<file path="src/hw/rtl/sky_gradient_sun_shader_macros.svh">
// Assertion macros for the sky gradient sun shader.
// Used by the top level only; the macros expect signals named clk and rst in scope.
`ifndef SKY_GRADIENT_SUN_SHADER_MACROS_SVH
`define SKY_GRADIENT_SUN_SHADER_MACROS_SVH

// Same-cycle implication, disabled during reset.
`define SGSS_ASSERT_IMPL(label, ante, cons, msg) \
  label: assert property (@(posedge clk) disable iff (rst) (ante) |-> (cons)) else $error(msg);

// Next-cycle implication, disabled during reset.
`define SGSS_ASSERT_NEXT(label, ante, cons, msg) \
  label: assert property (@(posedge clk) disable iff (rst) (ante) |=> (cons)) else $error(msg);

`endif

</file>
<file path="src/hw/rtl/sgss_pkg.sv">
// Shared types and constants for the sky gradient sun shader.
// No dependencies; imported by every module of the block.
package sgss_pkg;

  localparam int NUM_STAGES = 6;
  localparam int CHAN_W     = 16;
  localparam int COMP_W     = 16;
  localparam int RGB_W      = 3 * CHAN_W;
  localparam int SCALE_W    = 24;
  localparam int CFG_IDX_W  = 3;
  localparam int CFG_DATA_W = 48;

  localparam logic [CFG_IDX_W-1:0] REG_ZENITH_RGB     = 3'd0;
  localparam logic [CFG_IDX_W-1:0] REG_HORIZON_RGB    = 3'd1;
  localparam logic [CFG_IDX_W-1:0] REG_GROUND_RGB     = 3'd2;
  localparam logic [CFG_IDX_W-1:0] REG_SUN_ENABLE     = 3'd3;
  localparam logic [CFG_IDX_W-1:0] REG_SUN_RGB        = 3'd4;
  localparam logic [CFG_IDX_W-1:0] REG_SUN_DIR_XYZ    = 3'd5;
  localparam logic [CFG_IDX_W-1:0] REG_SUN_COS_RADIUS = 3'd6;
  localparam logic [CFG_IDX_W-1:0] REG_SUN_EDGE_SCALE = 3'd7;

  localparam logic signed [COMP_W-1:0] COS_RADIUS_RESET = 16'sd16384;

  typedef struct packed {
    logic signed [COMP_W-1:0] dir_z;
    logic signed [COMP_W-1:0] dir_y;
    logic signed [COMP_W-1:0] dir_x;
  } in_item_t;

  typedef struct packed {
    logic [CHAN_W-1:0] blue;
    logic [CHAN_W-1:0] green;
    logic [CHAN_W-1:0] red;
  } out_item_t;

  typedef struct packed {
    logic [NUM_STAGES-1:0] load;
    logic [NUM_STAGES-1:0] valid;
  } pipe_ctrl_t;

  // One 16-bit field of a packed three-field word, field 0 in the low bits.
  function automatic logic [CHAN_W-1:0] chan(input logic [RGB_W-1:0] packed_word,
                                             input int unsigned idx);
    return packed_word[idx*CHAN_W +: CHAN_W];
  endfunction

endpackage

</file>
<file path="src/hw/rtl/sgss_pipe_ctrl.sv">
// Valid tracking and per-stage advance logic for the shader pipeline.
// Depends on sgss_pkg.
module sgss_pipe_ctrl import sgss_pkg::*; (
  input  logic       clk,
  input  logic       rst,
  input  logic       in_valid,
  input  logic       out_ready,
  output logic       in_ready,
  output pipe_ctrl_t ctrl
);

  logic [NUM_STAGES-1:0] vld;
  logic [NUM_STAGES:0]   adv;

  // A stage may take new data when it is empty or when its content moves on.
  always_comb begin
    adv[NUM_STAGES] = out_ready;
    for (int k = NUM_STAGES - 1; k >= 0; k--) begin
      adv[k] = !vld[k] || adv[k+1];
    end
  end

  always_ff @(posedge clk) begin
    if (rst) begin
      vld <= '0;
    end else begin
      if (adv[0]) begin
        vld[0] <= in_valid;
      end
      for (int k = 1; k < NUM_STAGES; k++) begin
        if (adv[k]) begin
          vld[k] <= vld[k-1];
        end
      end
    end
  end

  assign in_ready   = adv[0];
  assign ctrl.load  = adv[NUM_STAGES-1:0];
  assign ctrl.valid = vld;

endmodule

</file>
<file path="config.mk">
export PLATFORM = sky130hd
export DESIGN_NAME = sgss_pipe_ctrl
export DESIGN_NICKNAME = d
export VERILOG_FILES = /design/src/hw/rtl/sky_gradient_sun_shader_macros.svh /design/src/hw/rtl/sgss_pkg.sv /design/src/hw/rtl/sgss_pipe_ctrl.sv
export SDC_FILE = /design/constraint.sdc
export NUM_CORES = 1
export LEC_CHECK = 0
export BUFFER_PORTS_ARGS = -buffer_cell sky130_fd_sc_hd__buf_2
export CORE_AREA = 2 2 39 41
export DETAILED_ROUTE_END_ITERATION = 8
export DIE_AREA = 0 0 41 43
export SLEW_MARGIN = 20
export SYNTH_ARGS = -nofsm -noshare
export SYNTH_HDL_FRONTEND = slang
export SYNTH_SLANG_ARGS = --single-unit
</file>
<file path="constraint.sdc">
create_clock -name clk -period 1.55 [get_ports clk]
set_input_delay 0.31 -clock clk [delete_from_list [all_inputs] [get_ports clk]]
set_output_delay 0.31 -clock clk [all_outputs]
set_load 0.005 [all_outputs]
</file>
### Word-level counts from Yosys, hierarchy flattened

Cells that the tools add are included.

* reduce and logical (&&, ||, !) cells: 12

Operator list (number)
* logical NOT 1 bit: 6
* logical OR 1 bit: 6

* output and inout port bits: 13
* input port bits: 4
* flip-flop bits (word level): 6
* word-level logic and storage cells: 18

### Logic depth before layout (Yosys ltp)

* depth after elaboration: 7
* gate-level depth with buffers: 4
* depth with buffers taken out: 3

### Worst setup path before layout

OpenSTA, ideal clock, no wires.

* kind: in2out
* start: in out_ready
* end: out ctrl[6] in the netlist's numbering
* required time: 1.240 ns
* setup slack: 0.299 ns
* path buffers: 2
* stages: 4
* arrival: 0.941 ns
* cells stage by stage: and4b_1 buf_4 nand4_2 buf_4

* longest elaborated chain between the ends: 6

RTL lines
* from (decl): RTL line sgss_pipe_ctrl.sv:7 `input logic out_ready,`
* logical OR 1 bit (6 in a row): RTL line sgss_pipe_ctrl.sv:19 `adv[k] = !vld[k] || adv[k+1];`
* to (decl): RTL line sgss_pipe_ctrl.sv:9 `output pipe_ctrl_t ctrl`

Every way passes these cells.

==> results by group <==
Floorplan
  – Die X: between 40 and 50 um
  – # rows: 14
  – Starting density of the core: approximately 17%
  – Core area: around 0.0014 mm^2
  – DIE AREA: 0.00176 mm^2
  – Die H: roughly 43 um
  – Top Ports: 17

Synth
  – Synthesized area per cell: approximately 8.7 um^2
  – Post-synthesis cell count: 27
  – Synth area leader: dfxtp_1
  – Syn. warnings: 0
  – Area contributors post-synth: dfxtp_1, a21oi_1, inv_1, buf_4, nand4_2
  – Mapped Area: approximately 230 um^2
  – Seq/Total Area, Yosys: just over 50%
  – Synth Net Count: 31
  – FF+latch count, synth: 6
  – Yosys top cell area share: 51.3%
  – Netlist cell types: 11

Worst setup path
  – Worst setup path class: flip-flop to output pin
  – Reg2reg setup slack: roughly 0.55 ns
  – Crit path cell chain: and4b_2 > nand4_2 > buf_2
  – CP max stage delay: around 0.34 ns
  – Setup crit start kind: flip-flop
  – Crit end category: output pin
  – CP startpoint: vld[3]
  – R2R Path Start: vld[3]
  – Crit-path max FO: 6
  – Worst r2r dst: vld[0]
  – Data arrival, critical path: approximately 1.2 ns
  – Critical path endpoint: ctrl[6]
  – Slowest CP cell: dfxtp_1
  – Worst R2R Path Depth: 3
  – Req. time, crit path: roughly 1.2 ns

GRT
  – Global route total overflow: 0
  – Antenna violations before repair: 0
  – Largest net degree at the start of global routing: 7
  – Total Routing Usage GR: approximately 6.2%
  – First-pass GRT wire length: about 700 um
  – Vias in the first global route: between 150 and 200

Run
  – Max Cap Viol: 0

Finish
  – ANT cells: 0
  – Nets@finish: between 50 and 60
  – Fillers: about 170
  – Layout cells sized above 1: around half
  – Final std cells w/o fill: 61
  – Final design utilization: about 25%
  – Most common cell after layout, fill and taps aside: buf_2
  – Most flops, register: vld
  – Reg area: 120 um^2
  – Area growth syn-to-layout: 49.7%
  – Finished layout cell area: between 300 and 400 um^2
  – Largest regs: vld x6
  – Most frequent cells in the layout: buf_2, dfxtp_1, inv_1, a21oi_1
  – Largest register FFs: 6
  – Area occupied by multi-input gates: roughly 81 um^2

STA
  – Fin Setup TNS: 0 ns
  – Worst slew pin tran: between 0.15 and 0.2 ns
  – Slew margin rel.: ~88%
  – Unrepaired setup endpoints after global routing: false
  – Max Fclk: between 0.6 and 0.7 GHz
  – Fin. Hold Viols: 0
  – Fin crit period: ~1.5 ns
  – Final period utilization: ~96%
  – Final Setup Violations: 0
  – Setup Skew: about 0.0035 ns
  – Final slew viol count: 0

CTS
  – Worst-path clk slew: about 0.04 ns
  – TritonCTS buffer count: 3
  – CTS Sinks: 6
  – CTS H-tree lvls: 1
  – Clock Path Buffers: 2
  – Clock Tree Root: clkbuf_4
  – Clock Latency Late Sink: 0.23 ns
  – CTS tree: yes

Power and ir drop
  – Total Power: ~0.00031 W
  – PwrDens: ~900 mW/mm^2
  – LEAKAGE: between 0.15 and 0.2 nW
  – Worst vdd ir: between 0.2 and 0.25 mV

Place
  – DP Cell Count: between 50 and 60
  – IO buf count: 16
  – Global placer's final weighted congestion: around 0.64
  – Placement Cell Area: about 320 um^2

Min path
  – HP Class: input port to flip-flop
  – WHS Path Cells: 3

Outcome
  – Status: completed

Drt
  – Starting DRT DRC Count: 0
  – TritonRoute pass-1 iters: 1
  – Total number of vias: about 230
  – Post-Route WL: 463 um
  – Routed WL per cell: approximately 7.6 um
  – Mean number of vias per cell: 3.74
  – Drt drc: 0
  – Antenna-violating nets left: 0
==> metal layers <==
metal	track usage, %	part of all wire, %	vias to the layer above
li1	-	-	123
met1	7.12	38	98
met2	7.50	51	7
met3	3.66	11	0
met4	6.00	0	0
met5	0	0	-
==> final cells by class <==
class                   instances  share of cell area, %
repair buffers                 17                   25.0
flip-flops and latches          6                   34.3
well taps                      16                   5.71
clock buffers                   3                   6.43
multi-input cells              14                   23.2
inverters                       5                   5.36
==> critical path, delay by kind of cell, from the launching register on <==
| kind | cells | cell delay (ns) |
|---|---|---|
| flip-flops | 1 | 0.34 |
| AND/OR/NAND/NOR | 2 | 0.45 |
| buffers and inverters | 1 | 0.15 |
==> report_power, final <==
part	internal, W	total, W	switching, W
combinational	0.00000785	0.0000143	0.00000647
sequential	0.000159	0.000163	0.00000390
clock	0.0000870	0.000135	0.0000483
==> stage by stage <==
| stage | hold WS [ns] | setup WS (ns) |
|---|---|---|
| after floorplan | 0.379 | 0.299 |
| after global placement | 0.458 | 0.146 |
| after detailed placement | 0.457 | 0.135 |
| after CTS | 0.299 | 0.00268 |
| after global routing | 0.307 | 0.00307 |
| final | 0.306 | 0.0648 |
==> cells by family (layout without fill, tap and decap cells) <==
logic type	count (synthesis)	after routing	share of synthesized area, %
AOI/OAI and AO/OA	5	5	10.7
buffers and inverters	7	25	14.4
DFF	6	6	51.3
and+or+nand+nor	9	9	23.5
==> worst min path at each step <==
stage | startpoint | endpoint | slack, ns
global route | in_valid | vld[0] | 0.31
floorplan | rst | vld[0] | 0.38
detailed placement | vld[3] | vld[4] | 0.46
CTS | in_valid | vld[0] | 0.30
finish | in_valid | vld[0] | 0.31
global placement | vld[0] | vld[1] | 0.46
==> Yosys cell counts (all sizes together) <==
cell type / n
dfxtp: 6
a21oi: 5
inv: 5
nor2: 3
buf: 2
and4b: 1
nand2: 1
nand2b: 1
nand3: 1
nand4: 1
or2: 1
==> timing repair <==
action                     in CTS  in global routing
hold buffers                    0                  0
setup buffers                   0                  1
setup endpoints to repair       0                  3
resized for setup               0                  1
(Power assumes the default switching activity.)
