### config.mk
export PLATFORM = sky130hd
export DESIGN_NAME = sgss_sun_weight
export DESIGN_NICKNAME = d
export VERILOG_FILES = /design/src/hw/rtl/sky_gradient_sun_shader_macros.svh /design/src/hw/rtl/sgss_pkg.sv /design/src/hw/rtl/sgss_sun_weight.sv
export SDC_FILE = /design/constraint.sdc
export NUM_CORES = 2
export LEC_CHECK = 0
export BUFFER_PORTS_ARGS = -buffer_cell sky130_fd_sc_hd__buf_2
export CORE_UTILIZATION = 55
export CTS_CLUSTER_DIAMETER = 150
export DETAILED_ROUTE_END_ITERATION = 8
export GPL_ROUTABILITY_DRIVEN = 0
export HOLD_SLACK_MARGIN = 0.03
export PLACE_DENSITY = 0.8
export SLEW_MARGIN = 10
export SYNTH_ARGS = -nofsm -noshare
export SYNTH_HDL_FRONTEND = slang
export SYNTH_SLANG_ARGS = --single-unit
export TNS_END_PERCENT = 1
### constraint.sdc
create_clock -name clk -period 12.55 [get_ports clk]
set_input_delay 1.8825 -clock clk [delete_from_list [all_inputs] [get_ports clk]]
set_output_delay 1.8825 -clock clk [all_outputs]
set_load 0.05 [all_outputs]
### src/hw/rtl/sky_gradient_sun_shader_macros.svh
// Assertion macros for the sky gradient sun shader.
// Used by the top level only; the macros expect signals named clk and rst in scope.
`ifndef SKY_GRADIENT_SUN_SHADER_MACROS_SVH
`define SKY_GRADIENT_SUN_SHADER_MACROS_SVH

// Same-cycle implication, disabled during reset.
`define SGSS_ASSERT_IMPL(label, ante, cons, msg) \
  label: assert property (@(posedge clk) disable iff (rst) (ante) |-> (cons)) else $error(msg);

// Next-cycle implication, disabled during reset.
`define SGSS_ASSERT_NEXT(label, ante, cons, msg) \
  label: assert property (@(posedge clk) disable iff (rst) (ante) |=> (cons)) else $error(msg);

`endif

### src/hw/rtl/sgss_pkg.sv
// Shared types and constants for the sky gradient sun shader.
// No dependencies; imported by every module of the block.
package sgss_pkg;

  localparam int NUM_STAGES = 6;
  localparam int CHAN_W     = 16;
  localparam int COMP_W     = 16;
  localparam int RGB_W      = 3 * CHAN_W;
  localparam int SCALE_W    = 24;
  localparam int CFG_IDX_W  = 3;
  localparam int CFG_DATA_W = 48;

  localparam logic [CFG_IDX_W-1:0] REG_ZENITH_RGB     = 3'd0;
  localparam logic [CFG_IDX_W-1:0] REG_HORIZON_RGB    = 3'd1;
  localparam logic [CFG_IDX_W-1:0] REG_GROUND_RGB     = 3'd2;
  localparam logic [CFG_IDX_W-1:0] REG_SUN_ENABLE     = 3'd3;
  localparam logic [CFG_IDX_W-1:0] REG_SUN_RGB        = 3'd4;
  localparam logic [CFG_IDX_W-1:0] REG_SUN_DIR_XYZ    = 3'd5;
  localparam logic [CFG_IDX_W-1:0] REG_SUN_COS_RADIUS = 3'd6;
  localparam logic [CFG_IDX_W-1:0] REG_SUN_EDGE_SCALE = 3'd7;

  localparam logic signed [COMP_W-1:0] COS_RADIUS_RESET = 16'sd16384;

  typedef struct packed {
    logic signed [COMP_W-1:0] dir_z;
    logic signed [COMP_W-1:0] dir_y;
    logic signed [COMP_W-1:0] dir_x;
  } in_item_t;

  typedef struct packed {
    logic [CHAN_W-1:0] blue;
    logic [CHAN_W-1:0] green;
    logic [CHAN_W-1:0] red;
  } out_item_t;

  typedef struct packed {
    logic [NUM_STAGES-1:0] load;
    logic [NUM_STAGES-1:0] valid;
  } pipe_ctrl_t;

  // One 16-bit field of a packed three-field word, field 0 in the low bits.
  function automatic logic [CHAN_W-1:0] chan(input logic [RGB_W-1:0] packed_word,
                                             input int unsigned idx);
    return packed_word[idx*CHAN_W +: CHAN_W];
  endfunction

endpackage

### src/hw/rtl/sgss_sun_weight.sv
// Sun disc weight: dot product, excess over the cosine radius, scaled and saturated.
// Four register stages; depends on sgss_pkg.
module sgss_sun_weight import sgss_pkg::*; #(
  parameter int FRAC = 14
) (
  input  logic                     clk,
  input  logic [3:0]               load,
  input  in_item_t                 dir,
  input  logic [RGB_W-1:0]         sun_dir_xyz,
  input  logic signed [COMP_W-1:0] sun_cos_radius,
  input  logic [SCALE_W-1:0]       sun_edge_scale,
  input  logic                     sun_enable,
  output logic [FRAC:0]            w
);

  localparam int PRW  = 2 * COMP_W;
  localparam int DOTW = PRW + 2;
  localparam int CSW  = COMP_W + FRAC;
  localparam int EXW  = ((DOTW > CSW) ? DOTW : CSW) + 1;
  localparam int MW   = EXW - 1;
  localparam int LOW  = (MW + 1) / 2;
  localparam int HIW  = MW - LOW;
  localparam int PW   = MW + SCALE_W + 1;
  localparam int WRW  = PW - FRAC - 8;
  localparam logic [PW-1:0]  HALF  = PW'(1) << (FRAC + 7);
  localparam logic [WRW-1:0] ONE_W = WRW'(1) << FRAC;

  logic signed [PRW-1:0]  prod_q [3];
  logic signed [COMP_W-1:0] comp [3];
  logic signed [EXW-1:0]  dot;
  logic signed [EXW-1:0]  cos_sh;
  logic signed [EXW-1:0]  excess;
  logic                   pos;
  logic [MW-1:0]          mag_q;
  logic [LOW+SCALE_W-1:0] pp_lo_q;
  logic [HIW+SCALE_W-1:0] pp_hi_q;
  logic [PW-1:0]          total;
  logic [WRW-1:0]         wr;

  assign comp[0] = dir.dir_x;
  assign comp[1] = dir.dir_y;
  assign comp[2] = dir.dir_z;

  // Stage 1: the three component products.
  always_ff @(posedge clk) begin
    if (load[0]) begin
      for (int i = 0; i < 3; i++) begin
        prod_q[i] <= comp[i] * $signed(chan(sun_dir_xyz, i));
      end
    end
  end

  // Stage 2: dot product and excess; a non-positive excess or a disabled sun zeroes it.
  assign dot = EXW'(prod_q[0]) + EXW'(prod_q[1]) + EXW'(prod_q[2]);
  assign cos_sh = EXW'(sun_cos_radius) <<< FRAC;
  assign excess = dot - cos_sh;
  assign pos = sun_enable && !excess[EXW-1] && (|excess);

  always_ff @(posedge clk) begin
    if (load[1]) begin
      mag_q <= pos ? excess[MW-1:0] : '0;
    end
  end

  // Stage 3: the wide product split into two partial products.
  always_ff @(posedge clk) begin
    if (load[2]) begin
      pp_lo_q <= mag_q[LOW-1:0] * sun_edge_scale;
      pp_hi_q <= mag_q[MW-1:LOW] * sun_edge_scale;
    end
  end

  // Stage 4: recombine, round, and saturate to one.
  assign total = {{(PW-HIW-SCALE_W-LOW){1'b0}}, pp_hi_q, {LOW{1'b0}}}
               + {{(PW-LOW-SCALE_W){1'b0}}, pp_lo_q} + HALF;
  assign wr = total[PW-1:FRAC+8];

  always_ff @(posedge clk) begin
    if (load[3]) begin
      w <= (wr > ONE_W) ? ONE_W[FRAC:0] : wr[FRAC:0];
    end
  end

endmodule

# Word-level counts from Yosys, hierarchy flattened

Memory sizes are Yosys's and may differ from the RTL's.
Cells that the tools add are included.

Add/subtract/negate cells: 5
Multiply operators: 5
Div/mod/pow operators: 0
Order comparisons: 1
Eq/ne operators: 0
Shift operators: 0
Muxes and demuxes: 2
Bitwise logic cells: 0
Reductions and logical operators: 4

Operators with widths:

| operator               | number |
|---|---|
| $mul 16x16->32         | 3 |
| $mul 17x24->41         | 2 |
| $add 58x41->59         | 1 |
| $add 59x22->59 const B | 1 |
| $gt 37x15->1 const B   | 1 |
| $reduce_or 35->1       | 1 |
| $sub 34x30->35         | 1 |
| $add 33x32->34         | 1 |
| $add 32x32->33         | 1 |
| $logic_and 1x1->1      | 2 |
| $mux 1                 | 2 |
| $logic_not 1->1        | 1 |

Register bits after elaboration: 131
Bits in latches: 0
Memory bits (writable): 96
Memory bits (read-only): 0
Word-level logic and storage cells: 22
Memories kept: 1

Memories:

| memory | words | bits a word | read ports | clocked after Yosys merged registers in | write ports | RTL line              | source |
|---|---|---|---|---|---|---|---|
| prod_q | 3     | 32          | 3          | 0                                       | 3           | sgss_sun_weight.sv:28 | `logic signed [PRW-1:0] prod_q [3];` |

# Longest topological paths before layout

An unclocked memory read counts as a cell.

Depth in word-level cells: 7
Mapped depth: 27
Mapped depth without buffers: 26

# Worst setup path before layout

Ideal clock, no wire load.

Path type: input to register
Start point: input sun_edge_scale[13]
End point: register pp_lo_q[39] (data pin)
Library setup time: 265 ps
Data arrival time: 7920 ps
Required time: 12285 ps
Slack: 4365 ps
Cell stages on the path: 24
Path through: clkbuf_1 > nand2_1 > fa_1 > inv_1 > fa_1 > inv_1 > fa_1 > inv_1 > fa_1 > fa_1 > inv_1 > fa_1 > inv_1 > ha_1 > and4_1 > a221o_1 > nor4_1 > nor3_1 > a31o_2 > a211oi_1 > o211ai_1 > a31oi_1 > o21ai_0 > xor2_1

Word-level cells in the longest chain between the ends: 1

RTL lines:

| what                   | RTL line              | source |
|---|---|---|
| start: declaration     | sgss_sun_weight.sv:11 | `input logic [SCALE_W-1:0] sun_edge_scale,` |
| $mul 17x24->41         | sgss_sun_weight.sv:68 | `pp_lo_q <= mag_q[LOW-1:0] * sun_edge_scale;` |
| end signal: assignment | sgss_sun_weight.sv:68 |  |
| end: declaration       | sgss_sun_weight.sv:35 | `logic [LOW+SCALE_W-1:0] pp_lo_q;` |

Every way passes these cells.
A chain may end at the register's enable or synchronous reset.

# Worst setup path after layout

Same ends and word-level chain as after synthesis.

==> flow_summary_export.csv <==
group,metric,value,unit
worst_hold_path,hold_path_class,"reg -> reg",
outcome,status,"complete, no violations",
worst_setup_path,rr_endpoint,"pp_lo_q[39]",
yosys,yosysTopAreaCellShare,0.452,
clocking,cts_buffers,25,
placement,port_buffers,156,
worst_hold_path,holdPathStages,3,
timing,rsz0062_at_grt,"no",
yosys,synth-edff-count,210,
final_layout,drive_above_1_share,0.0382,
yosys,syn_nets,9329,
worst_setup_path,end_kind,"register",
yosys,synthCells,7127,
yosys,synthFlopType,"edfxtp_1",
clocking,cts_setup_buffers,0,
worst_setup_path,cp_data_required_time,12.86,ns
floorplanning,dieArea,122000,µm²
timing,tns,0,ns
floorplanning,coreArea,119000,µm²
final_layout,regArea,6310,µm²
grt,grtUsageTotal,0.267,
clocking,cts_htree_levels,1,
routing,drtAntennaViolNets,0,
timing,whs,0.860,ns
timing,min_period,8.94,ns
grt,grt_overflow_total,0,
yosys,ys_async_sr_fraction,0,
grt,first_global_vias,53000,
routing,wirelength,154000,µm
floorplanning,die_height,349,µm
job,cap_violations,0,
clocking,ctsResizeCount,0,
timing,clock.fmax,0.112,GHz
worst_setup_path,cp_max_fo,34,
placement,dp_hpwl,124000,µm
yosys,ys_top_cells_by_area,"fa_1 (45%), ha_1 (11%), inv_1 (11%)",
routing,via_per_inst,5.44,
timing,max-slew-margin-rel,0.260,
yosys,synth_commonest_cells,"inv_1 (1863), fa_1 (1493), nand2_1 (1023), and2_1 (611), ha_1 (567)",
grt,grt_pass1_wl,261000,µm
floorplanning,initial_core_util,0.558,
routing,wl_per_cell,17.6,µm
timing,worst_slew_pin_slew,1.11,ns
routing,num_vias,47500,
clocking,clock-sinks,210,
yosys,ys_seq_area_frac,0.0954,
worst_setup_path,start_kind,"primary input",
timing,fin_crit_sh,0.713,
final_layout,area_delta_synth_final,4.65,%
floorplanning,num_io_pins,157,
routing,drt-initial-drc-count,3227,
yosys,yosysUniqueCellTypes,77,
grt,grt_max_degree,66,
clocking,cts_tree,"done",
grt,antenna_found_initial,25,
worst_setup_path,worst_ep_arrival_time,9.25,ns
clocking,cts-root-buf,"clkbuf_16",
yosys,yosys_warnings,0,
worst_hold_path,hold_path_end,"mag_q[0]",
timing,hold_viol,0,
routing,firstDrtPassIters,5,
floorplanning,core.rowCount,126,
timing,finalSetupViolations,0,
yosys,syn_avg_cell_area,9.28,µm²
routing,route.detailed.drc,0,
placement,pre_cts_ws,3.18,ns
worst_setup_path,r2r_cells,23,
worst_setup_path,r2r_slack,4.58,ns
yosys,synth_area,66100,µm²
final_layout,fill_cells,9875,
yosys,ys_seq_elements,210,
worst_hold_path,min-delay-start,"prod_q[0][0]",
timing,layout_setup_ws,3.61,ns
clocking,cts.clk_slew.worst_paths,0.06,ns
yosys,synth_top_area_cell,"fa_1",
timing,slew_viol_final,0,
timing,fin_skew,0.0146,ns
clocking,cts_buffer_depth,3,
clocking,ctsHoldBuffers,0,
clocking,clkLatencyLatePin,0.58,ns
final_layout,num-nets-final,9306,
floorplanning,dieWidth,349,µm
final_layout,multi_input_area,51900,µm²
worst_setup_path,timing_worst_setup_path_type,"in -> reg",
worst_setup_path,worstReg2RegStart,"mag_q[7]",
worst_setup_path,critPathLaunch,"sun_edge_scale[13]",
yosys,yosysMostFrequentCell,"inv_1",
-- layer usage --
metal | vias to the layer above | share of wire | GRT usage
li1 | 21000 | - | -
met1 | 24200 | 0.37 | 0.321
met2 | 1780 | 0.50 | 0.468
met3 | 497 | 0.074 | 0.0439
met4 | 32 | 0.053 | 0.123
met5 | - | 0.0014 | 0
-- cell type report --
cell class / count / share of cell area
multi-input combinational: 4805 / 0.750
inverter: 1866 / 0.101
timing repair buffer: 196 / 0.0157
antenna: 14 / 0.000506
clock buffer: 25 / 0.00904
tap: 1600 / 0.0289
clock inverter: 20 / 0.00376
sequential: 210 / 0.0911
-- per-stage QoR --
step / util / cells / cell area (µm²)
final: 0.584 / 8736 / 69200
after global routing: 0.583 / 8727 / 69200
after CTS: 0.583 / 8722 / 69200
after detailed placement: 0.576 / 8677 / 68300
after global placement: 0.576 / 8677 / 68300
after floorplan: - / 7127 / 66100
-- worst max path at each step --
stage	to	slack, ns	cells past startpoint
2_1_floorplan	pp_lo_q[39]	4.36	24
3_3_place_gp	pp_lo_q[39]	3.37	24
3_5_place_dp	pp_lo_q[39]	3.18	24
4_1_cts	pp_lo_q[39]	3.73	24
5_1_grt	pp_lo_q[39]	3.31	24
6_report	pp_lo_q[39]	3.61	24
-- state kept, by name, summed over array words and instances, names as in the netlist --
name and count:
pp_hi_q 41, prod_q 96, pp_lo_q 24, mag_q 34, w 15
-- critical path: stages --
cell and delay (ns):
buf_2 0.56, nand2_1 0.21, fa_1 0.58, inv_1 0.06, fa_1 0.53, inv_1 0.06
fa_1 0.52, inv_1 0.06, fa_1 0.50, fa_1 0.49, inv_1 0.05, fa_1 0.47
inv_1 0.04, ha_1 0.30, and4_1 0.23, a221o_1 0.33, nor4_1 0.32, nor3_1 0.11
a31o_2 0.34, a211oi_1 0.57, o211ai_1 0.28, a31oi_1 0.40, o21ai_0 0.17, xor2_1 0.16
-- cell families after synthesis --
family                   after synthesis  share of synthesized area
XOR/XNOR                             194                     0.0257
buffers and inverters               2112                      0.120
adder cells (fa/ha/maj)             2060                      0.559
AND/OR/NAND/NOR                     2038                      0.147
AO/OA/AOI/OAI                        508                     0.0516
flip-flops                           210                     0.0954
multiplexers                           5                   0.000776
-- cell usage in the layout (no fill, tap or decap), types with 53 or more instances in the layout --
| cell type | count |
|---|---|
| xnor2_1 | 141 |
| ha_1 | 567 |
| nand2_1 | 1023 |
| fa_1 | 1493 |
| nor2_1 | 162 |
| xor2_1 | 53 |
| a21oi_1 | 142 |
| and2_1 | 611 |
| a21o_1 | 87 |
| buf_2 | 155 |
| o21ai_0 | 84 |
| edfxtp_1 | 210 |
| inv_1 | 1863 |
Power is not shown: default switching activity piles up to over one toggle a cycle in this logic, so the estimate is an artifact.
