**src/hw/rtl/sky_gradient_sun_shader_macros.svh**
```systemverilog
// Assertion macros for the sky gradient sun shader.
// Used by the top level only; the macros expect signals named clk and rst in scope.
`ifndef SKY_GRADIENT_SUN_SHADER_MACROS_SVH
`define SKY_GRADIENT_SUN_SHADER_MACROS_SVH

// Same-cycle implication, disabled during reset.
`define SGSS_ASSERT_IMPL(label, ante, cons, msg) \
  label: assert property (@(posedge clk) disable iff (rst) (ante) |-> (cons)) else $error(msg);

// Next-cycle implication, disabled during reset.
`define SGSS_ASSERT_NEXT(label, ante, cons, msg) \
  label: assert property (@(posedge clk) disable iff (rst) (ante) |=> (cons)) else $error(msg);

`endif

```
**src/hw/rtl/sgss_pkg.sv**
```systemverilog
// Shared types and constants for the sky gradient sun shader.
// No dependencies; imported by every module of the block.
package sgss_pkg;

  localparam int NUM_STAGES = 6;
  localparam int CHAN_W     = 16;
  localparam int COMP_W     = 16;
  localparam int RGB_W      = 3 * CHAN_W;
  localparam int SCALE_W    = 24;
  localparam int CFG_IDX_W  = 3;
  localparam int CFG_DATA_W = 48;

  localparam logic [CFG_IDX_W-1:0] REG_ZENITH_RGB     = 3'd0;
  localparam logic [CFG_IDX_W-1:0] REG_HORIZON_RGB    = 3'd1;
  localparam logic [CFG_IDX_W-1:0] REG_GROUND_RGB     = 3'd2;
  localparam logic [CFG_IDX_W-1:0] REG_SUN_ENABLE     = 3'd3;
  localparam logic [CFG_IDX_W-1:0] REG_SUN_RGB        = 3'd4;
  localparam logic [CFG_IDX_W-1:0] REG_SUN_DIR_XYZ    = 3'd5;
  localparam logic [CFG_IDX_W-1:0] REG_SUN_COS_RADIUS = 3'd6;
  localparam logic [CFG_IDX_W-1:0] REG_SUN_EDGE_SCALE = 3'd7;

  localparam logic signed [COMP_W-1:0] COS_RADIUS_RESET = 16'sd16384;

  typedef struct packed {
    logic signed [COMP_W-1:0] dir_z;
    logic signed [COMP_W-1:0] dir_y;
    logic signed [COMP_W-1:0] dir_x;
  } in_item_t;

  typedef struct packed {
    logic [CHAN_W-1:0] blue;
    logic [CHAN_W-1:0] green;
    logic [CHAN_W-1:0] red;
  } out_item_t;

  typedef struct packed {
    logic [NUM_STAGES-1:0] load;
    logic [NUM_STAGES-1:0] valid;
  } pipe_ctrl_t;

  // One 16-bit field of a packed three-field word, field 0 in the low bits.
  function automatic logic [CHAN_W-1:0] chan(input logic [RGB_W-1:0] packed_word,
                                             input int unsigned idx);
    return packed_word[idx*CHAN_W +: CHAN_W];
  endfunction

endpackage

```
**src/hw/rtl/sgss_lerp_lane.sv**
```systemverilog
// One color channel blend a + (b - a) * t, rounded half up, over two register stages.
// Depends on sgss_pkg.
module sgss_lerp_lane import sgss_pkg::*; #(
  parameter int FRAC = 14
) (
  input  logic              clk,
  input  logic              load_mul,
  input  logic              load_sum,
  input  logic [CHAN_W-1:0] a,
  input  logic [CHAN_W-1:0] b,
  input  logic [FRAC:0]     t,
  output logic [CHAN_W-1:0] res
);

  // 17-bit signed difference times an (FRAC+2)-bit signed weight.
  localparam int PW = CHAN_W + FRAC + 3;
  localparam int SW = PW - FRAC;
  localparam logic signed [PW-1:0] HALF = PW'(1) << (FRAC - 1);

  logic signed [CHAN_W:0] diff;
  logic signed [PW-1:0]   prod;
  logic signed [PW-1:0]   prod_q;
  logic [CHAN_W-1:0]      a_q;
  logic signed [PW-1:0]   rnd;
  logic [SW-1:0]          sum;

  assign diff = $signed({1'b0, b}) - $signed({1'b0, a});
  assign prod = diff * $signed({1'b0, t});

  always_ff @(posedge clk) begin
    if (load_mul) begin
      a_q    <= a;
      prod_q <= prod;
    end
  end

  // The upper bits of the rounded product are its arithmetic shift by FRAC.
  assign rnd = prod_q + HALF;
  assign sum = {{(SW-CHAN_W){1'b0}}, a_q} + rnd[PW-1:FRAC];

  always_ff @(posedge clk) begin
    if (load_sum) begin
      res <= sum[CHAN_W-1:0];
    end
  end

endmodule

```
**config.mk**
```make
export PLATFORM = sky130hd
export DESIGN_NAME = sgss_lerp_lane
export DESIGN_NICKNAME = d
export VERILOG_FILES = /design/src/hw/rtl/sky_gradient_sun_shader_macros.svh /design/src/hw/rtl/sgss_pkg.sv /design/src/hw/rtl/sgss_lerp_lane.sv
export SDC_FILE = /design/constraint.sdc
export NUM_CORES = 1
export LEC_CHECK = 0
export BUFFER_PORTS_ARGS = -buffer_cell sky130_fd_sc_hd__buf_4
export CAP_MARGIN = 20
export CORE_ASPECT_RATIO = 0.9
export CORE_MARGIN = 8
export CORE_UTILIZATION = 60
export CTS_CLUSTER_SIZE = 30
export DETAILED_ROUTE_END_ITERATION = 10
export HOLD_SLACK_MARGIN = 0.06
export MAX_ROUTING_LAYER = met4
export PLACE_DENSITY_LB_ADDON = 0.25
export SLEW_MARGIN = 20
export SYNTH_ARGS = -nofsm -noshare
export SYNTH_HDL_FRONTEND = slang
export SYNTH_SLANG_ARGS = --single-unit
```
**constraint.sdc**
```tcl
create_clock -name clk -period 11 [get_ports clk]
set_clock_uncertainty 0.15 [all_clocks]
set_input_delay 0.55 -clock clk [delete_from_list [all_inputs] [get_ports clk]]
set_output_delay 0.55 -clock clk [all_outputs]
set_load 0.05 [all_outputs]
```
== Yosys cells after proc, flatten, opt, wreduce, memory -nomap -nowiden ==
Cells that the tools add are included.
W data, S select, Z words.

* Output and inout bits: 16
* Word-level logic and storage cells: 7
* Bits in registers: 62

* $add $sub $neg: 3
* Multipliers: 1

{| class="wikitable"
|+ Operators with widths
! operator !! number
|-
| $add A30 B15 Y30 const B || 1
|-
| $mul A17 B16 Y30 || 1
|-
| $sub A16 B16 Y17 || 1
|-
| $add A16 B16 Y16 || 1
|}

== Logic depth before layout (Yosys ltp) ==
Gate-level depths: netlist of the first run.

* Depth in word-level cells: 2
* Depth in mapped cells: 35

== Worst setup path after synthesis of the first run ==
OpenSTA, ideal clock, no wires.

* Kind: input-to-reg
* Start: input port b[0]
* End: register prod_q[29], data pin
* Arrival time: 7.653 ns
* Required time: 10.592 ns
* Stages: 33
* Buffers on the path: 1
* Library setup time: 0.258 ns
* Setup slack: 2.940 ns
* Cell sequence: inv_1 -> ha_1 -> fa_1 -> nor2b_1 -> o21a_1 -> o21ai_1 -> a21oi_1 -> nand4_1 -> and3b_1 -> xnor2_1 -> clkbuf_1 -> nand2_1 -> fa_1 -> fa_1 -> inv_1 -> fa_1 -> inv_1 -> fa_1 -> inv_1 -> fa_1 -> inv_1 -> fa_1 -> inv_1 -> ha_1 -> nand3_1 -> o21ba_2 -> o211ai_2 -> nand4_1 -> a311oi_2 -> o21ai_1 -> a21oi_2 -> xnor3_1 -> xnor2_1

* Word-level cells in the longest chain between the ends: 2

{| class="wikitable"
|+ Ends and longest elaborated chain
! element !! RTL line !! text
|-
| from (decl) || sgss_lerp_lane.sv:10 || <nowiki>input logic [CHAN_W-1:0] b,</nowiki>
|-
| $sub A16 B16 Y17 || sgss_lerp_lane.sv:27 || <nowiki>assign diff = $signed({1'b0, b}) - $signed({1'b0, a});</nowiki>
|-
| $mul A17 B16 Y30 || sgss_lerp_lane.sv:28 || <nowiki>assign prod = diff * $signed({1'b0, t});</nowiki>
|-
| named net prod[29] || sgss_lerp_lane.sv:21 || <nowiki>logic signed [PW-1:0] prod;</nowiki>
|-
| to (signal assigned) || sgss_lerp_lane.sv:33 || <nowiki>prod_q <= prod;</nowiki>
|-
| to (decl) || sgss_lerp_lane.sv:22 || <nowiki>logic signed [PW-1:0] prod_q;</nowiki>
|}

The timed path passes the listed nets, and every way through them passes these cells.
A chain may end at the register's enable or synchronous reset.

== Worst setup path after layout of the first run ==
* Start: input port a[0]
* End: register prod_q[29], data pin

* Word-level cells in the longest chain between the ends: 2

{| class="wikitable"
|+ Ends and longest elaborated chain
! element !! RTL line !! text
|-
| from (decl) || sgss_lerp_lane.sv:9 || <nowiki>input logic [CHAN_W-1:0] a,</nowiki>
|-
| $sub A16 B16 Y17 || sgss_lerp_lane.sv:27 ||
|-
| $mul A17 B16 Y30 || sgss_lerp_lane.sv:28 ||
|-
| named net prod[29] || sgss_lerp_lane.sv:21 ||
|}

The timed path passes the listed nets, and every way through them passes these cells.

==> results.txt, run 1 <==
The flow ran to the end, and the final reports show no timing, DRC or antenna violations. The critical path data required time is 10.90 ns. The type of origin of the critical path is a primary input.

In this run the remaining antenna-violating nets after routing total 0. The Yosys step of the flow raised 0 warnings. The utilization after layout is 0.651. The net count after synthesis came out at 1652. The number of max-slew violations in the final report came to 0. The worst max-slew margin expressed relative to the limit came out at 0.331. The number of maximum-capacitance violations is 0. The final routed DRC violation total is 0. STA classifies the critical path endpoint as a flip-flop. The clock root buffer master is clkbuf_16.

The area of the core region came out at 19700 sq um. Of the available clock period, the critical path in the final layout requires 0.760. For this run the aggregate overflow at the end of global routing stands at 0.

The min-delay analysis places its worst path in the category in2reg. The iteration count of the initial detailed-routing pass is 4. The detailed placer's ending HPWL is 21.9 mm. The timing-limited maximum frequency came out at 0.120 GHz. A synthesized cell averages 9.48 sq um. The critical path is of the in2reg type. The top cell type by total area after synthesis is fa_1. The share of the Yosys chip area taken by registers is 0.124. The clock transition at the registers of the reported paths came out at 0.06 ns. The first global-routing pass estimated 45.6 mm of wire. From left edge to right edge, the die measures 164 microns.

The CTS tree is yes. The y dimension of the die is 150 microns. During placement, the flow inserted port buffers numbering 65.

The slew at the pin closest to its max-slew limit is 0.998 ns. 66 I/O pins were placed. After clock tree synthesis, the repair step resized 0 gates.

The critical path contains buffers and inverters numbering 5 combined. The initial detailed-routing violation count came out at 462. The cell family contributing the most delay on the critical path is adder cells. The share of synthesized area in the top cell type comes to 0.404. The via count of the first global-routing pass is 9148. The number of hold-repair buffers added at the cts stage came out at 0. The number of buffers inserted during clock tree synthesis is 5. The total length of routed wires is 26.7 mm. In this run the post-CTS setup repair buffer count came out at 0. The most repeated library cell on the critical path is fa_1. The initial core utilization came out at 0.603. The weighted congestion reported at the end of routability-driven placement is 0.878. The total die area is 24600 sq um.

The count of final hold-check violations is 0. The largest stage delay on the critical path is 0.54 ns. The largest net degree at the start of global routing came out at 34. The detailed router placed 8271 vias in this run. For this design, the sink count on the clock tree is 49.

The number of standard-cell rows in the floorplan is 49. The final critical delay including setup and external delays came out at 8.37 ns. The highest net fanout along the worst path came out at 15.

The buffer depth of the longest clock path came out at 2. In the final timing run, aggregate negative setup slack is 0 ns. The most used flip-flop cell after synthesis is edfxtp_1. Setup violations remaining at the end of the flow were counted as 0.

The post-synthesis instance area is 11900 sq um. In this run, distinct cell masters in the synthesized netlist total 49. The wire length per cell after detailed routing came out at 17.1 microns. Ranked by total cell area, the synthesized netlist is headed by fa_1 40%, edfxtp_1 12%, ha_1 11%. The layout cell share with drive strength beyond 1 came out at 0.0766. After synthesis, the share of flip-flops with an asynchronous set or reset is 0. The instance count of the mapped netlist came out at 1256.

Setup repair after global routing left no endpoint under its margin. The synthesized design contains 49 register bits. The data arrival time of the worst path came out at 8.26 ns. The number of flops mapped to enable cells by yosys came out at 49. The initial antenna violation count came out at 0.

The number of nets in the layout is 1701. In this run the number of H-tree levels came out at 2. The area growth from synthesis to layout is 7.90%. The slowest stage of the critical path is the fa_1 cell. At the later pin of the worst-skew pair, clock insertion delay measures 0.29 ns.

Dividing the detail-routed via count by the number of cells gives 5.30. The aggregate global-route resource usage came out at 0.240. The antenna diode instance count is 0.
[cells in the mapped netlist, types with 3 or more instances]
library cell / number
nand2b_1: 11
fa_1: 240
nand3_1: 16
nand2_1: 142
nor2b_1: 27
nor3_1: 9
and3_1: 8
o21a_1: 5
o21ai_1: 6
nor2_1: 25
inv_1: 316
and2_1: 94
xor2_1: 19
o21bai_1: 5
edfxtp_1: 49
xnor2_1: 53
a21o_1: 12
o211ai_1: 3
ha_1: 106
a31oi_1: 5
o21ai_0: 9
nand4_1: 5
clkbuf_1: 32
a21oi_1: 28
or2_2: 3
[registers in the layout, indices dropped and copies added (netlist names)]
signal / count
prod_q: 17
a_q: 16
res: 16
[layer usage]
metal	vias to the layer above	global-route usage	wire, microns
met4	0	0.0279	173
li1	3858	-	-
met3	20	0.0352	1960
met2	274	0.389	12500
met1	4119	0.326	12000
met5	-	-	0
[through the flow]
step	std cells	setup slack (ns)	cell area [sq um]	hold slack, ns
final	1560	2.63	12800	0.294
after global routing	1560	2.29	12800	0.285
after CTS	1560	2.62	12800	0.287
after detailed placement	1553	2.35	12700	0.423
after global placement	1553	2.46	12700	0.384
after floorplan	1256	2.94	11900	0.376
[cell type report]
class                      count  area [sq um]
multi-input combinational    857          9160
tap                          255           319
clock inverter                 2          11.3
clock buffer                   5           125
timing repair buffer          76           571
fill                        1601          6890
sequential                    49          1470
inverter                     316          1190
[logic make-up after synthesis]
family,after synthesis,share of synthesized area
flip-flops,49,0.124
XOR/XNOR,73,0.0549
AND/OR/NAND/NOR,348,0.146
buffers and inverters,350,0.111
AO/OA/AOI/OAI,90,0.0501
adder cells (fa/ha/maj),346,0.515
[path summary, 6_finish.rpt]
check	from	endpoint	slack [ns]	depth (start not counted)
worst min register to register	a_q[0]	res[0]	0.43	1
worst max register to register	prod_q[13]	res[14]	7.22	13
worst min-delay path	a[15]	a_q[15]	0.29	1
worst max-delay path	a[0]	prod_q[29]	2.63	31
[layout by cell type (no fill, tap or decap), types with 25 or more instances in the layout]
cell type  Yosys  final
buf_4          0     76
nor2_1        25     25
and2_1        94     94
inv_1        316    316
nor2b_1       27     27
edfxtp_1      49     49
fa_1         240    240
ha_1         106    106
xnor2_1       53     48
nand2_1      142    142
a21oi_1       28     28
Power of run 1 is not shown: default switching activity piles up to over one toggle a cycle in this logic, so the estimate is an artifact.
==> inputs of run 2 (changes only) <==
clock period = 8.8 ns   (was 11 ns; I/O delays follow)
==> run 2 against run 1 <==
  * Via count grew 0.88%
  * Global-route usage fell by 0.74 points
  * Critical endpoint unchanged
  * First-iteration DRC count is 9.7% higher
==> results.txt, run 2 (synthesis gave the netlist of run 1 again) <==
The number of filler cells placed in the layout came to 1643 (+2.6%). The via count of the first global-routing pass came out at 8932 (-2.4%). The wire length per cell after detailed routing is 17.0 microns (-0.92%). The worst reg-to-reg setup slack came out at 4.98 ns (-2.24 ns). The initial core utilization is 0.603 (unchanged).

The clock sink total is 49 (unchanged). Setup repair after global routing left no endpoint under its margin. The weighted congestion reported at the end of routability-driven placement is 0.882 (+0.56%). The class of the tightest hold or removal check is in2reg.

The count of nets left with antenna violations after detail routing is 0 (unchanged). The worst setup margin is 0.525 ns (-2.11 ns). The sum of overflow across all layers after global routing came out at 0 (unchanged). The initial antenna violation count came out at 0 (unchanged). STA classifies the critical path startpoint as a primary input. The largest registers in the layout are prod_q (17), a_q (16), res (16).

The flow ran to the end, and the final reports show no timing, DRC or antenna violations. Of the available clock period, the critical path in the final layout requires 0.940. The number of hold-repair buffers added at the cts stage is 0 (unchanged). The area after detailed placement came out at 12700 sq um (+0.16%).

The antenna diode instance count came out at 0 (unchanged). The critical path in this run is classified as in2reg. The first-pass GRT wire length came out at 44.1 mm (-3.2%). The number of standard-cell rows in the floorplan is 49 (unchanged). The total die area came out at 24600 sq um (unchanged).

The final design area excluding fillers came out at 12900 sq um (+0.19%). The count of input and output buffers came out at 65 (unchanged). The slew at the pin closest to its max-slew limit is 0.778 ns (-0.221 ns).

The total setup buffers inserted after CTS was 0 (unchanged). The setup slack at placement came to 0.262 ns (-2.09 ns). The critical path data required time is 8.70 ns (-2.20 ns). The initial detailed-routing violation count is 507 (+9.7%). The clock latency reported for the late side of the worst-skew pair is 0.29 ns (about the same). The most critical setup path has its startpoint at a[0].

The number of maximum-capacitance violations is 0 (unchanged). The flip-flop count of the largest register after layout came to 17 (unchanged). The buffer depth of the longest clock path came out at 2 (unchanged). The data arrival time of the worst path is 8.17 ns (-0.09 ns).

The number of nets in the layout came out at 1707 (+0.35%). The final critical delay including setup and external delays is 8.27 ns. The final routed DRC violation total came out at 0 (unchanged). Relative to the synthesized area, the layout overhead comes to 8.10%. TritonCTS built the clock tree. The layout cell share with drive strength beyond 1 was 0.0770 (+0.000353). The I/O pin count is 66 (unchanged). The clock transition at the registers of the reported paths is 0.07 ns (about the same). The total negative slack for setup checks came to 0 ns (unchanged). The total setup violations reported at the end of the flow came out at 0 (unchanged). The iteration count of the initial detailed-routing pass is 5 (+1). The die boundary width came to 164 microns (unchanged). The total length of routed wires came to 26.6 mm (-0.48%).

The highest net fanout along the worst path came out at 15 (unchanged). The worst max-slew margin expressed relative to the limit is 0.478 (+0.147). The tightest hold margin is 0.181 ns (-0.112 ns). The library cell used most frequently in the layout, excluding fill and tap cells, is inv_1. In this run the worst setup path terminates at prod_q[29]. The count of vias placed by the detailed router is 8344 (+0.88%).

The count of final hold-check violations is 0 (unchanged). The tree is rooted in a clkbuf_16. The aggregate global-route resource usage came out at 0.232 (-0.00738). The startpoint identified for the worst register-to-register timing path is prod_q[13].

The path depth of the worst reg2reg path came out at 13 (unchanged). The quantity of gates resized following cts is 0 (unchanged). The largest net degree at the start of global routing came out at 34 (unchanged).

The level count of the clock H-tree came out at 2 (unchanged). The slowest stage of the critical path belongs to the cell fa_1. The number of max-slew violations in the final report is 0 (unchanged). The mean number of vias per cell came out at 5.32 (+0.43%). The y dimension of the die is 150 microns (unchanged). The timing-limited maximum frequency is 0.121 GHz.

The area of the core region came out at 19700 sq um (unchanged). The type of element capturing the critical path is a flip-flop. The largest stage delay on the critical path was 0.54 ns (about the same). The number of buffers inserted during clock tree synthesis came out at 5 (unchanged). Leaving out fill and tap cells, the most frequent cells in the layout are 316 x inv_1, 240 x fa_1, 142 x nand2_1. More flip-flops sit in one register than any other, and that register is prod_q. The most repeated library cell on the critical path is fa_1. The reg-to-reg critical path endpoint is res[14]. The detailed placer's ending HPWL came out at 22.1 mm (+1.0%). The worst hold path begins at a[15].
-- run 2: changes by cell type in the layout (fill, tap and decap cells not counted), sizes merged --
| cell | before | now |
|---|---|---|
| buf | 76 | 82 |
| clkbuf | 5 | 7 |
| clkinv | 1 | 0 |
-- run 2: worst min path at each step --
stage | cells past startpoint | to | slack, ns
global route | 1 | a_q[15] | 0.17
finish | 1 | a_q[15] | 0.18
CTS | 1 | a_q[15] | 0.17
floorplan | 1 | res[0] | 0.38
detailed placement | 1 | res[0] | 0.39
global placement | 1 | res[0] | 0.39
-- run 2: area by class of cell --
cell class              count  area (sq um)  share of cell area
clock buffers               7           133              0.0103
clock inverters             1          7.51            0.000583
well taps                 255           319              0.0248
flip-flops and latches     49          1470               0.114
inverters                 316          1190              0.0922
repair buffers             82           628              0.0488
multi-input cells         857          9130               0.709
-- run 2: routing by layer --
metal  vias to the layer above  GRT usage  part of all wire
met5                         -          -                 0
met4                         0     0.0405             0.012
met3                        25     0.0558             0.099
met2                       340      0.367              0.46
met1                      4113      0.306              0.43
li1                       3866          -                 -
-- run 2: per-stage QoR --
stage	utilization	cells
floorplan	-	1256
global placement	0.645	1559
detailed placement	0.645	1559
CTS	0.652	1567
global route	0.652	1567
finish	0.652	1567
-- run 2: worst max-delay path, delay by kind of cell --
family | cells | cell delay (ns)
adder cells (fa/ha/maj) | 9 | 4.00
AO/OA/AOI/OAI | 9 | 1.77
AND/OR/NAND/NOR | 5 | 0.72
XOR/XNOR | 3 | 0.68
buffers and inverters | 5 | 0.55
Power of run 2 is left out for the same reason.
